--- src/rlt_pkg.sv ---
// Shared types and constants for the resource lock table.
// Used by the controller, the datapath and the top level; no dependencies.
`default_nettype none

package rlt_pkg;

	localparam int unsigned OWNER_W  = 8;
	localparam int unsigned RES_W    = 16;
	localparam int unsigned STATUS_W = 2;
	localparam int unsigned SLOT_W   = 6;
	localparam int unsigned COUNT_W  = 7;

	localparam logic [COUNT_W-1:0] COUNT_MAX = 7'd127;

	// request codes
	localparam logic OP_ACQUIRE = 1'b0;
	localparam logic OP_RELEASE = 1'b1;

	// result status codes
	localparam logic [STATUS_W-1:0] STATUS_GRANTED  = 2'd0;
	localparam logic [STATUS_W-1:0] STATUS_BLOCKED  = 2'd1;
	localparam logic [STATUS_W-1:0] STATUS_FULL     = 2'd2;
	localparam logic [STATUS_W-1:0] STATUS_RELEASED = 2'd3;

	// one table entry as stored in the RAM
	typedef struct packed {
		logic               valid;
		logic [OWNER_W-1:0] owner;
		logic [RES_W-1:0]   resource;
	} entry_t;

	typedef enum logic [2:0] {
		S_CLEAR,
		S_IDLE,
		S_SCAN,
		S_FIX,
		S_RESP
	} state_t;

	// controller to datapath
	typedef struct packed {
		logic clear_step;
		logic load;
		logic scan;
		logic grant;
		logic block;
		logic full;
		logic rel_done;
		logic drop_hit;
		logic publish;
	} cmd_t;

	// datapath to controller
	typedef struct packed {
		logic addr_last;
		logic ev_valid;
		logic last_eval;
		logic release_op;
		logic hit_res;
		logic hit_same;
		logic free_found;
		logic free_any;
	} sts_t;

endpackage

`default_nettype wire

--- src/rlt_ram.sv ---
// Generic simple dual-port RAM: one write port, one read port, registered read.
// No dependencies.
`default_nettype none

module rlt_ram #(
	parameter int unsigned WIDTH = 25,
	parameter int unsigned DEPTH = 64,
	localparam int unsigned AW = (DEPTH > 1) ? $clog2(DEPTH) : 1
) (
	input  wire logic             clk,
	input  wire logic             we,
	input  wire logic [AW-1:0]    waddr,
	input  wire logic [WIDTH-1:0] wdata,
	input  wire logic [AW-1:0]    raddr,
	output logic      [WIDTH-1:0] rdata
);

	logic [WIDTH-1:0] mem [DEPTH];

	always_ff @(posedge clk) begin
		if (we) begin
			mem[waddr] <= wdata;
		end
		rdata <= mem[raddr];
	end

endmodule

`default_nettype wire

--- src/rlt_ctrl.sv ---
// Sequencer for the resource lock table: clearing pass, scan, fix-up, response.
// Depends on rlt_pkg.
`default_nettype none

module rlt_ctrl import rlt_pkg::*; (
	input  wire logic clk,
	input  wire logic arst_n,
	input  wire logic in_valid,
	output logic      in_ready,
	output logic      out_valid,
	input  wire logic out_ready,
	output cmd_t      cmd,
	input  wire sts_t sts
);

	state_t state_q, state_next;
	logic   out_valid_q;

	always_ff @(posedge clk or negedge arst_n) begin
		if (!arst_n) begin
			state_q     <= S_CLEAR;
			out_valid_q <= 1'b0;
		end else begin
			state_q <= state_next;
			if (cmd.publish) begin
				out_valid_q <= 1'b1;
			end else if (out_ready) begin
				out_valid_q <= 1'b0;
			end
		end
	end

	always_comb begin
		state_next = state_q;
		cmd        = '0;
		in_ready   = 1'b0;
		case (state_q)
			S_CLEAR: begin
				cmd.clear_step = 1'b1;
				if (sts.addr_last) begin
					state_next = S_IDLE;
				end
			end
			S_IDLE: begin
				in_ready = 1'b1;
				if (in_valid) begin
					cmd.load   = 1'b1;
					state_next = S_SCAN;
				end
			end
			S_SCAN: begin
				cmd.scan = 1'b1;
				if (sts.ev_valid) begin
					if (sts.release_op) begin
						if (sts.last_eval) begin
							cmd.rel_done = 1'b1;
							state_next   = S_RESP;
						end
					end else if (sts.hit_res && !sts.hit_same) begin
						cmd.block  = 1'b1;
						state_next = S_RESP;
					end else if (sts.hit_res) begin
						// same owner: move to an earlier free entry if there is one
						cmd.grant  = 1'b1;
						state_next = sts.free_found ? S_FIX : S_RESP;
					end else if (sts.last_eval) begin
						cmd.grant  = sts.free_any;
						cmd.full   = !sts.free_any;
						state_next = S_RESP;
					end
				end
			end
			S_FIX: begin
				cmd.drop_hit = 1'b1;
				state_next   = S_RESP;
			end
			S_RESP: begin
				if (!out_valid_q || out_ready) begin
					cmd.publish = 1'b1;
					state_next  = S_IDLE;
				end
			end
			default: begin
				state_next = S_IDLE;
			end
		endcase
	end

	assign out_valid = out_valid_q;

endmodule

`default_nettype wire

--- src/rlt_dp.sv ---
// Datapath of the resource lock table: entry RAM, scan pointer, match and free
// tracking, pending result and output register. Depends on rlt_pkg and rlt_ram.
`default_nettype none

module rlt_dp import rlt_pkg::*; #(
	parameter int unsigned TABLE_ENTRIES = 64,
	localparam int unsigned IW = $clog2(TABLE_ENTRIES),
	localparam int unsigned CW = $clog2(TABLE_ENTRIES + 1)
) (
	input  wire logic               clk,
	input  wire logic               arst_n,
	input  wire cmd_t               cmd,
	output sts_t                    sts,
	input  wire logic               op,
	input  wire logic [OWNER_W-1:0] owner_id,
	input  wire logic [RES_W-1:0]   resource_id,
	output logic [STATUS_W-1:0]     status,
	output logic [SLOT_W-1:0]       slot,
	output logic [COUNT_W-1:0]      released_count
);

	localparam logic [IW-1:0] LAST_IDX = IW'(TABLE_ENTRIES - 1);

	// scan state
	logic [IW-1:0] rd_addr_q;
	logic          issue_q;
	logic [IW-1:0] addr_s1;
	logic          vld_s1;
	logic          free_found_q;
	logic [IW-1:0] free_idx_q;
	logic [IW-1:0] hit_idx_q;
	logic [CW-1:0] cnt_q;

	// request
	logic               op_q;
	logic [OWNER_W-1:0] owner_q;
	logic [RES_W-1:0]   res_q;

	// pending and published result
	logic [STATUS_W-1:0] pend_status_q;
	logic [SLOT_W-1:0]   pend_slot_q;
	logic [COUNT_W-1:0]  pend_count_q;
	logic [STATUS_W-1:0] status_q;
	logic [SLOT_W-1:0]   slot_q;
	logic [COUNT_W-1:0]  count_q;

	// RAM ports
	logic                      we;
	logic [IW-1:0]             waddr;
	entry_t                    wdata;
	logic [$bits(entry_t)-1:0] rdata;
	entry_t                    ent;

	logic          hit_res, hit_same, hit_own, is_free, rel_hit;
	logic [IW-1:0] free_sel;
	logic [CW-1:0] cnt_next;
	logic [COUNT_W-1:0] count_sat;

	rlt_ram #(
		.WIDTH ($bits(entry_t)),
		.DEPTH (TABLE_ENTRIES)
	) u_ram (
		.clk   (clk),
		.we    (we),
		.waddr (waddr),
		.wdata (wdata),
		.raddr (rd_addr_q),
		.rdata (rdata)
	);

	assign ent      = entry_t'(rdata);
	assign hit_same = (ent.owner == owner_q);
	assign hit_res  = ent.valid && (ent.resource == res_q);
	assign hit_own  = ent.valid && hit_same;
	assign is_free  = !ent.valid;
	assign rel_hit  = vld_s1 && hit_own && (op_q == OP_RELEASE);
	assign free_sel = free_found_q ? free_idx_q : addr_s1;
	assign cnt_next = cnt_q + CW'(rel_hit);

	always_comb begin
		if (32'(cnt_next) > 32'(COUNT_MAX)) begin
			count_sat = COUNT_MAX;
		end else begin
			count_sat = COUNT_W'(cnt_next);
		end
	end

	// single write port: clear, grant, drop of a moved entry, release
	always_comb begin
		we    = 1'b0;
		waddr = addr_s1;
		wdata = '0;
		if (cmd.clear_step) begin
			we    = 1'b1;
			waddr = rd_addr_q;
		end else if (cmd.grant) begin
			we             = 1'b1;
			waddr          = free_sel;
			wdata.valid    = 1'b1;
			wdata.owner    = owner_q;
			wdata.resource = res_q;
		end else if (cmd.drop_hit) begin
			we    = 1'b1;
			waddr = hit_idx_q;
		end else if (cmd.scan && rel_hit) begin
			we    = 1'b1;
			waddr = addr_s1;
		end
	end

	always_ff @(posedge clk or negedge arst_n) begin
		if (!arst_n) begin
			rd_addr_q    <= '0;
			issue_q      <= 1'b0;
			vld_s1       <= 1'b0;
			free_found_q <= 1'b0;
			cnt_q        <= '0;
		end else if (cmd.clear_step) begin
			rd_addr_q <= rd_addr_q + IW'(1);
		end else if (cmd.load) begin
			rd_addr_q    <= '0;
			issue_q      <= 1'b1;
			vld_s1       <= 1'b0;
			free_found_q <= 1'b0;
			cnt_q        <= '0;
		end else if (cmd.scan) begin
			vld_s1 <= issue_q;
			if (issue_q) begin
				rd_addr_q <= rd_addr_q + IW'(1);
				if (rd_addr_q == LAST_IDX) begin
					issue_q <= 1'b0;
				end
			end
			if (vld_s1 && is_free && !free_found_q) begin
				free_found_q <= 1'b1;
			end
			cnt_q <= cnt_next;
		end
	end

	always_ff @(posedge clk) begin
		if (cmd.load) begin
			op_q    <= op;
			owner_q <= owner_id;
			res_q   <= resource_id;
		end
		if (cmd.scan) begin
			addr_s1 <= rd_addr_q;
			if (vld_s1 && is_free && !free_found_q) begin
				free_idx_q <= addr_s1;
			end
		end
		if (cmd.grant) begin
			pend_status_q <= STATUS_GRANTED;
			pend_slot_q   <= SLOT_W'(free_sel);
			pend_count_q  <= '0;
			hit_idx_q     <= addr_s1;
		end
		if (cmd.block) begin
			pend_status_q <= STATUS_BLOCKED;
			pend_slot_q   <= SLOT_W'(addr_s1);
			pend_count_q  <= '0;
		end
		if (cmd.full) begin
			pend_status_q <= STATUS_FULL;
			pend_slot_q   <= '0;
			pend_count_q  <= '0;
		end
		if (cmd.rel_done) begin
			pend_status_q <= STATUS_RELEASED;
			pend_slot_q   <= '0;
			pend_count_q  <= count_sat;
		end
		if (cmd.publish) begin
			status_q <= pend_status_q;
			slot_q   <= pend_slot_q;
			count_q  <= pend_count_q;
		end
	end

	always_comb begin
		sts            = '0;
		sts.addr_last  = (rd_addr_q == LAST_IDX);
		sts.ev_valid   = vld_s1;
		sts.last_eval  = (addr_s1 == LAST_IDX);
		sts.release_op = (op_q == OP_RELEASE);
		sts.hit_res    = hit_res;
		sts.hit_same   = hit_same;
		sts.free_found = free_found_q;
		sts.free_any   = free_found_q || is_free;
	end

	assign status         = status_q;
	assign slot           = slot_q;
	assign released_count = count_q;

endmodule

`default_nettype wire

--- src/resource_lock_table_unit.sv ---
// Scan: an acquire can stop at the first entry that decides it;
//   a release_all always scans the whole table.
// Flow: one request at a time, the next after the publish; a stalled result delays it.
// Reset: arst_n clears control state, then a clearing pass zeroes every entry;
//   in_ready stays low until it ends.
// Top level; depends on rlt_pkg, rlt_ctrl, rlt_dp (and rlt_ram below it).
`default_nettype none

module resource_lock_table_unit import rlt_pkg::*; #(
	parameter int unsigned TABLE_ENTRIES = 64
) (
	input  wire logic               clk,
	input  wire logic               arst_n,
	// request channel
	input  wire logic               in_valid,
	output logic                    in_ready,
	input  wire logic               op,
	input  wire logic [OWNER_W-1:0] owner_id,
	input  wire logic [RES_W-1:0]   resource_id,
	// result channel
	output logic                    out_valid,
	input  wire logic               out_ready,
	output logic [STATUS_W-1:0]     status,
	output logic [SLOT_W-1:0]       slot,
	output logic [COUNT_W-1:0]      released_count
);

	// Command and status between the sequencer and the datapath.
	// The sequencer owns the handshakes; the datapath holds the table,
	// the scan pointer and the result registers.
	cmd_t cmd;
	sts_t sts;

	// Sequencer: clear the table after reset, take a request in idle,
	// advance the scan until an entry or the table end decides, optionally drop
	// the entry that a same-owner re-acquire moved, then hold the result until the
	// output register is free. A new request is taken while the previous
	// result still waits in the output register.
	rlt_ctrl u_ctrl (
		.clk       (clk),
		.arst_n    (arst_n),
		.in_valid  (in_valid),
		.in_ready  (in_ready),
		.out_valid (out_valid),
		.out_ready (out_ready),
		.cmd       (cmd),
		.sts       (sts)
	);

	// Datapath: entry RAM with registered read, first-free tracking,
	// release counter with saturation, pending and output result.
	rlt_dp #(
		.TABLE_ENTRIES (TABLE_ENTRIES)
	) u_dp (
		.clk            (clk),
		.arst_n         (arst_n),
		.cmd            (cmd),
		.sts            (sts),
		.op             (op),
		.owner_id       (owner_id),
		.resource_id    (resource_id),
		.status         (status),
		.slot           (slot),
		.released_count (released_count)
	);

endmodule

`default_nettype wire

--- config.mk ---
export PLATFORM = sky130hd
export DESIGN_NAME = resource_lock_table_unit
export DESIGN_NICKNAME = d
export VERILOG_FILES = /design/src/rlt_pkg.sv /design/src/rlt_ram.sv /design/src/rlt_ctrl.sv /design/src/rlt_dp.sv /design/src/resource_lock_table_unit.sv
export SDC_FILE = /design/constraint.sdc
export NUM_CORES = 2
export LEC_CHECK = 0
export CAP_MARGIN = 20
export CORE_MARGIN = 2
export CORE_UTILIZATION = 45
export DETAILED_ROUTE_END_ITERATION = 10
export DONT_BUFFER_PORTS = 1
export SYNTH_ARGS = -nofsm -noshare
export SYNTH_HDL_FRONTEND = slang
export SYNTH_SLANG_ARGS = --single-unit
--- constraint.sdc ---
create_clock -name clk -period 4 [get_ports clk]
set_input_delay 1.2 -clock clk [delete_from_list [all_inputs] [get_ports clk]]
set_output_delay 1.2 -clock clk [all_outputs]
set_load 0.01 [all_outputs]
Word level (Yosys, flattened, before mapping)
Memories as Yosys holds them, arrays and structs flattened. A register that Yosys moved wholly into a read port is not among the register bits.
Index checks and enable logic that the tools add are counted.
{"block": "word_totals", "ff_bits": 93, "ramBits": 1600, "in_bits": 29, "out_inout_bits": 17, "word_cells": 133, "memories": 1}
{"block": "op_classes", "addsub": 2, "n_eq_ne": 12, "muxes": 67, "bitwise_logic": 1, "n_reduce_logical": 30}
{"name": "u_dp.u_ram.mem", "words": 64, "word_bits": 25, "rd": 1, "rd_clocked_by_memory_dff": 1, "wr": 1, "line_no": "rlt_ram.sv:18", "rtl": "logic [WIDTH-1:0] mem [DEPTH];"}
{"cell": "6-bit 2-to-1 mux", "n": 10}
{"cell": "25-bit 2-to-1 mux", "n": 2}
{"cell": "7-bit 2-to-1 mux", "n": 6}
{"cell": "1-bit 2-to-1 mux", "n": 34}
{"cell": "3-bit 2-to-1 mux", "n": 10}
{"cell": "16-bit equality test", "n": 1}
{"cell": "3-bit case mux with 5 select lines", "n": 1}
{"cell": "6-bit equality test, second input constant", "n": 2}
{"cell": "3-bit nonzero test", "n": 3}
{"cell": "8-bit equality test", "n": 1}
{"cell": "1-bit logical AND", "n": 8}
{"cell": "2-bit nonzero test", "n": 4}
{"cell": "7-bit by 1-bit adder with 7-bit output", "n": 1}
{"cell": "6-bit by 1-bit adder with 6-bit output, second input constant", "n": 1}
{"cell": "3-bit by 2-bit equality test with 1-bit output, second input constant", "n": 2}
{"cell": "2-bit AND reduction", "n": 3}
{"cell": "1-bit logical NOT", "n": 5}
{"cell": "5-bit 2-to-1 mux", "n": 1}
{"cell": "2-bit 2-to-1 mux", "n": 2}
{"cell": "4-bit 2-to-1 mux", "n": 1}
{"cell": "2-bit by 1-bit != test with 1-bit output, second input constant", "n": 2}
{"cell": "2-bit != test, second input constant", "n": 2}
{"cell": "4-bit AND reduction", "n": 1}
{"cell": "4-bit nonzero test", "n": 1}
{"cell": "other kinds (7)", "n": 8}

Longest topological paths before layout
{"block": "depth", "depth_word": 16, "depth_mapped": 11}

By module
From an unflattened synthesis, not the netlist that was laid out.
{"block": "unflattened", "cells_unflattened": 3203, "area_unflattened_um2": 66821.6}
{"module": "rlt_ram", "instances": 1, "cells_per_inst": 2850, "area_per_inst_um2": 62497.4, "seq_area_each_um2": 48546.6}
{"module": "rlt_dp", "instances": 1, "cells_per_inst": 318, "area_per_inst_um2": 3973.8, "seq_area_each_um2": 2512.4}
{"module": "rlt_ctrl", "instances": 1, "cells_per_inst": 35, "area_per_inst_um2": 350.3, "seq_area_each_um2": 100.1}

Worst setup path after synthesis
Ideal clock, no wire load.
{"block": "synth_timing", "kind": "register -> register", "from": "reg u_dp.res_q[14]", "to": "mem u_dp.u_ram.mem[61][0], enable pin", "setup_ns": 0.444, "t_arrival_ns": 3.907, "setup_slack_ns": -0.351, "path_stages_with_launch": 10, "period_less_slack_ns": 4.351, "path_cell_list": "edfxtp_1 -> xnor2_1 -> nand4_1 -> nor4_4 -> nand4_4 -> and2_4 -> buf_6 -> a211oi_2 -> nand3_1 -> nor3b_1"}
{"block": "synth_between", "elab_chain_len": 11, "elab_cells_between_ends": 14, "classes_between": "eq/ne (1); mux (11); reduce/logical (2)"}
{"item": "start: declaration", "line_no": "rlt_dp.sv:37", "rtl": "logic [RES_W-1:0] res_q;"}
{"item": "start signal: assignment", "line_no": "rlt_dp.sv:145", "rtl": "res_q <= resource_id;"}
{"item": "16-bit equality test (*)", "line_no": "rlt_dp.sv:73", "rtl": "assign hit_res = ent.valid && (ent.resource == res_q);"}
{"item": "1-bit logical AND (*)", "line_no": "rlt_dp.sv:73"}
{"item": "1-bit 2-to-1 mux / 1-bit logical AND (equally long branches)", "line_no": "rlt_ctrl.sv:62, rlt_ctrl.sv:59"}
{"item": "1-bit 2-to-1 mux (*)", "line_no": "rlt_ctrl.sv:59", "rtl": "end else if (sts.hit_res && !sts.hit_same) begin"}
{"item": "3-bit 2-to-1 mux (*)", "line_no": "rlt_ctrl.sv:54", "rtl": "if (sts.release_op) begin"}
{"item": "4-bit 2-to-1 mux (*)", "line_no": "rlt_ctrl.sv:53", "rtl": "if (sts.ev_valid) begin"}
{"item": "5-bit 2-to-1 mux (*)", "line_no": "rlt_ctrl.sv:37", "rtl": "case (state_q)"}
{"item": "1-bit 2-to-1 mux", "line_no": "rlt_dp.sv:96", "rtl": "end else if (cmd.grant) begin"}
{"item": "1-bit 2-to-1 mux", "line_no": "rlt_dp.sv:93", "rtl": "if (cmd.clear_step) begin"}
{"item": "1-bit 2-to-1 mux", "line_no": "rlt_ram.sv:21", "rtl": "if (we) begin"}
{"item": "1-bit 2-to-1 mux (implied by the code)", "line_no": "rlt_ram.sv:22", "rtl": "mem[waddr] <= wdata;"}
{"item": "end: declaration", "line_no": "rlt_ram.sv:18"}
Mark *: on every way between the ends. The rest lies on a longest branch, timed or not.

Final worst setup path
{"block": "layout_timing", "from": "reg u_dp.owner_q[1]", "to": "mem u_dp.u_ram.mem[7][16], enable pin"}
{"block": "layout_between", "elab_chain_len": 11, "elab_cells_between_ends": 19, "classes_between": "eq/ne (1); mux (12); reduce/logical (6)"}
{"item": "start: declaration", "line_no": "rlt_dp.sv:36", "rtl": "logic [OWNER_W-1:0] owner_q;"}
{"item": "start signal: assignment", "line_no": "rlt_dp.sv:144", "rtl": "owner_q <= owner_id;"}
{"item": "8-bit equality test (*)", "line_no": "rlt_dp.sv:72", "rtl": "assign hit_same = (ent.owner == owner_q);"}
{"item": "1-bit logical NOT / 1-bit logical AND (equally long branches)", "line_no": "rlt_ctrl.sv:59, rlt_dp.sv:74"}
{"item": "1-bit logical AND (on tied branches)", "line_no": "rlt_ctrl.sv:59, rlt_dp.sv:76"}
{"item": "1-bit 2-to-1 mux / 1-bit logical AND (equally long branches)", "line_no": "rlt_ctrl.sv:59, rlt_dp.sv:76"}
{"item": "3-bit 2-to-1 mux / 1-bit logical AND (equally long branches)", "line_no": "rlt_ctrl.sv:54, rlt_dp.sv:105"}
{"item": "4-bit 2-to-1 mux / 1-bit 2-to-1 mux (equally long branches)", "line_no": "rlt_ctrl.sv:53, rlt_dp.sv:105"}
{"item": "5-bit 2-to-1 mux / 1-bit 2-to-1 mux (equally long branches)", "line_no": "rlt_ctrl.sv:37, rlt_dp.sv:102"}
{"item": "1-bit 2-to-1 mux", "line_no": "rlt_dp.sv:96"}
{"item": "1-bit 2-to-1 mux", "line_no": "rlt_dp.sv:93"}
{"item": "1-bit 2-to-1 mux", "line_no": "rlt_ram.sv:21"}
{"item": "1-bit 2-to-1 mux (implied by the code)", "line_no": "rlt_ram.sv:22"}
Marks and branches as above.

==> reports/results.env <==
TRITONCTS='built'
FMAXACHIEVABLE_MHz=257
MAXIMUM_NUMBER_OF_PINS_ON_ONE_NET_BEFORE_GLOBAL_ROUTE_REPAIR=106
DR.PASS1.ITERS=5
SEQ_POWER_SHARE_PCT=42.8
TOP_LEVEL_PORTS=46
CTS_HOLD_BUFFERS=0
CTS_MAX_LEVEL=4
TOTAL_LEAKAGE_POWER_nW=21.1
INITIAL_CORE_UTIL_PCT=45.2
FINAL_LAYOUT_SIZE_SUFFIX_GT1_SHARE_PCT=34.1
CORE-AREA_SQ_UM=145000
CP_DATA_ARRIVAL_TIME_PS=4300
VIAS_CELL=5.98
TIMING_WORST_SLEW_PIN_VALUE_PS=1060
CP_DATA_REQUIRED_TIME_PS=4420
FIN_AREA_SQ_UM=75500
GLOBAL_ROUTE.USAGE.TOTAL_PCT=21.7
SYNTH.TOP_CELL.AREA_SHARE_PCT=76.0
CTS-ROOT-BUF='clkbuf_16'
SWITCHING_SHARE_PCT=30.2
ANTENNA_VIOLATIONS_BEFORE_REPAIR=17
CP_CELL_SEQUENCE='xor2_1, nor4_1, and2_2, nand4_4, and2_4, o22ai_1, nand2_1, nor2_4'
CATEGORY_OF_THE_CRITICAL_SETUP_TIMING_PATH='flop to flop'
ANT_NETS=0
SYNTH_AREA_SQ_UM=65800
WORST_SKEW_PAIR.LATE_LATENCY_PS=810
FINAL_PERIOD_UTIL_PCT=97.2
NETLIST_TOP_CELLS_AREA='edfxtp_1, mux4_2, dfxtp_1, dfrtp_1, nor2_1'
CLKTRANSATPATHREGS_PS=70
PATH_DELAY_FAMILY='simple AND/OR/NAND/NOR gates'
FINAL-HOLD-VIOLATION-COUNT=0
DPL-INSTANCE-AREA_SQ_UM=70000
POWER_SHARE_OF_THE_CLOCK_GROUP_PCT=29.1
PLACE.GP.CONGESTION=0.907
POWER_REPORT.INTERNAL_TOTAL_mW=37.4
FINALWORSTSETUPSLACK_PS=112
SYNTH-EDFF-COUNT=1665
SYNTH-ASYNC-RESET-RATIO_PCT=1.16
HOLD_CLASS='input pin to asynchronous set/reset pin'
DIEHEIGHT_MICRONS=386
FIRST_GLOBAL_VIAS=30000
N_FILL_CELL=11000
SWITCHING_POWER_mW=16.2
FP.DIEAREA_SQ_UM=149000
SLOWEST_STAGE='nor2_4'
POST-ROUTE-DRC-COUNT=0
WL_MICRONS=159000
CRIT_FANOUT=25
SYN_TO_FINAL_GROWTH_PCT=14.8
DIE_X_MICRONS=386
CTS_MADE_BUFFERS=170
POSTCTSSETUPBUFFERS=0
YS_TYPES=58
GLOBALROUTE.TOTALOVERFLOW=0
PART_OF_THE_TOTAL_POWER_DISSIPATED_IN_COMBINATIONAL_LOGIC_PCT=28.1
POWER_DENSITY_nW_PER_UM2=710
POST-SYNTH-TOP-AREA-CELL='edfxtp_1'
POST_SYNTH_INST_COUNT=2753
DR_TOTAL_VIAS=30000
SLOWEST_DELAY_PS=870
PLACEMENT.IO_BUFFERS=0
TIMING.FINAL.MAX_SLEW_VIOLATIONS=0
CRIT_PATH_END_KIND='flop'
MIN_TCLK_POST_ROUTE_PS=3890
POWER.IR.VDD_WORST_mV=0.667
ACCUMULATED_NEGATIVE_SETUP_SLACK_PS=0
SYN-NUM-NETS=2785
SYNTH-SEQ-CELLS=1718
REGISTER_AREA_SHARE_AFTER_SYNTHESIS_PCT=77.8
CRITPATHLAUNCHTYPE='flop'
DPL.HPWL_MICRONS=96900
YS_WARN_COUNT=0
RSZ0062_AT_GRT='false'
CTS_MAX_PATH_BUFFERS=3
AVGSYNTHCELLAREA_SQ_UM=23.9
POSTSYNTH.TOPFLOPCELL='edfxtp_1'
NUMCLOCKSINKS=1718
NORMALIZED_MAX_SLEW_MARGIN_PCT=29.2
FLOORPLAN.ROWS=140
FIN_WORST_SKEW_PS=23.4
NETS=2984
SETUP_VIOL_COUNT_FINAL=0
TIMING.CRITICAL_PATH.BUF_INV=0
CTS_RESIZED=0
STATUS='completed'
POWER.TOTAL_mW=53.6
GRT_PASS1_WL_MICRONS=226000
DETAIL_ROUTE.ITER0.VIOLATIONS=3540
DRV.MAX_CAP_VIOLATION_COUNT=0
PRE_CTS_WS_PS=91.6
AVGROUTEDWIREPERCELL_MICRONS=31.7
cells in the final DEF (no fill, tap or decap), drive strengths merged, types with 4 or more instances in the layout:
cell / synthesis / layout
a22o: 5 / 5
buf: 52 / 161
dfxtp: 33 / 33
nand3: 13 / 13
edfxtp: 1665 / 1665
clkbuf: 82 / 197
and2: 26 / 26
clkinv: 0 / 86
nand4: 11 / 11
bufinv: 0 / 14
xnor2: 22 / 22
nor2: 98 / 98
clkinvlp: 0 / 4
nor2b: 4 / 4
mux2i: 11 / 11
diode: 0 / 12
xor2: 12 / 12
nand2b: 10 / 10
a21oi: 12 / 12
nand2: 54 / 54
and3: 9 / 9
a22oi: 4 / 4
dfrtp: 20 / 20
a32oi: 4 / 4
inv: 8 / 20
or3: 6 / 6
mux4: 525 / 525
o21ai: 26 / 26
mux2: 4 / 4
worst paths after layout:
path                                 startpoint                      to  slack, ps  cells after the start
setup / recovery                u_dp.owner_q[1]   u_dp.u_ram.mem[7][16]        110                      8
hold / removal                           arst_n       u_dp.free_found_q         80                      0
setup reg to reg                u_dp.owner_q[1]   u_dp.u_ram.mem[7][16]        110                      8
hold reg to reg            u_dp.pend_count_q[0]  u_dp.released_count[0]        420                      0
max in group asynchronous                arst_n       u_dp.rd_addr_q[3]       3810                      0
min in group clk           u_dp.pend_count_q[0]  u_dp.released_count[0]        420                      0
metal layers:
layer,wire [microns],share of wire (%),vias up,track usage [%]
li1,-,-,12200,-
met1,66800,42,16200,31.7
met2,75000,47,1317,33.1
met3,12300,7.8,263,4.05
met4,4830,3.0,8,7.14
met5,57,0.036,-,0
final cells by class:
cell class                      instances  area [sq um]  area share (%)
Tap cell                             1917          2400            3.18
Timing Repair Buffer                  161          1950            2.58
Antenna cell                           12          30.0          0.0398
Sequential cell                      1718         51200            67.8
Clock buffer                          197          4420            5.85
Clock inverter                        116          1040            1.38
Multi-Input combinational cell        893         14400            19.1
Inverter                                8          30.0          0.0398
metrics by stage:
stage	std cells	util, %	hold WS (ps)
detailed placement	4697	48.1	405
global placement	4697	48.1	405
CTS	5010	51.9	28.8
finish	5022	51.9	83.8
floorplan	2753	-	400
global route	5010	51.9	50.8
sequential cells by signal (all words and copies together) (netlist names), 7 cells and up:
register             count
u_dp.u_ram.mem        1600
u_dp.u_ram.rdata        25
u_dp.cnt_q               7
u_dp.owner_q             8
u_dp.res_q              16
u_dp.released_count      7
u_dp.pend_count_q        7
cells in the mapped netlist, types with 4 or more instances:
| library cell | count |
|---|---|
| dfxtp_1 | 33 |
| and3_1 | 9 |
| mux2i_1 | 11 |
| buf_2 | 38 |
| dfrtp_1 | 20 |
| o21ai_0 | 23 |
| xor2_1 | 12 |
| mux4_2 | 525 |
| nor2_1 | 91 |
| nand4_1 | 10 |
| mux2_2 | 4 |
| nor2b_1 | 4 |
| a22oi_1 | 4 |
| nor2_2 | 7 |
| a22o_1 | 5 |
| nand2b_1 | 10 |
| and2_1 | 24 |
| clkbuf_1 | 81 |
| xnor2_1 | 22 |
| a32oi_1 | 4 |
| inv_1 | 7 |
| edfxtp_1 | 1665 |
| or3_1 | 6 |
| a21oi_1 | 12 |
| nand3_1 | 13 |
| buf_1 | 12 |
| nand2_1 | 54 |
power by group through the flow:
stage | logic, mW | registers, mW | clock network [mW]
2_1_floorplan | 9.21 | 22.9 | 0
3_3_place_gp | 15.1 | 23.2 | 0
3_5_place_dp | 15.2 | 23.3 | 0
4_1_cts | 15.2 | 22.9 | 15.9
5_1_grt | 15.7 | 23.1 | 16.6
6_report | 15.1 | 22.9 | 15.6
kinds of logic after synthesis:
kind of cell / count (synthesis) / synth area share (%)
fa+ha+maj: 3 / 0.0571
buf+inv: 142 / 0.908
compound gates: 70 / 0.710
flops: 1718 / 77.8
mux: 540 / 18.2
simple gates: 246 / 1.85
xor+xnor: 34 / 0.453
Note: power is estimated with default switching activity, not from simulation.
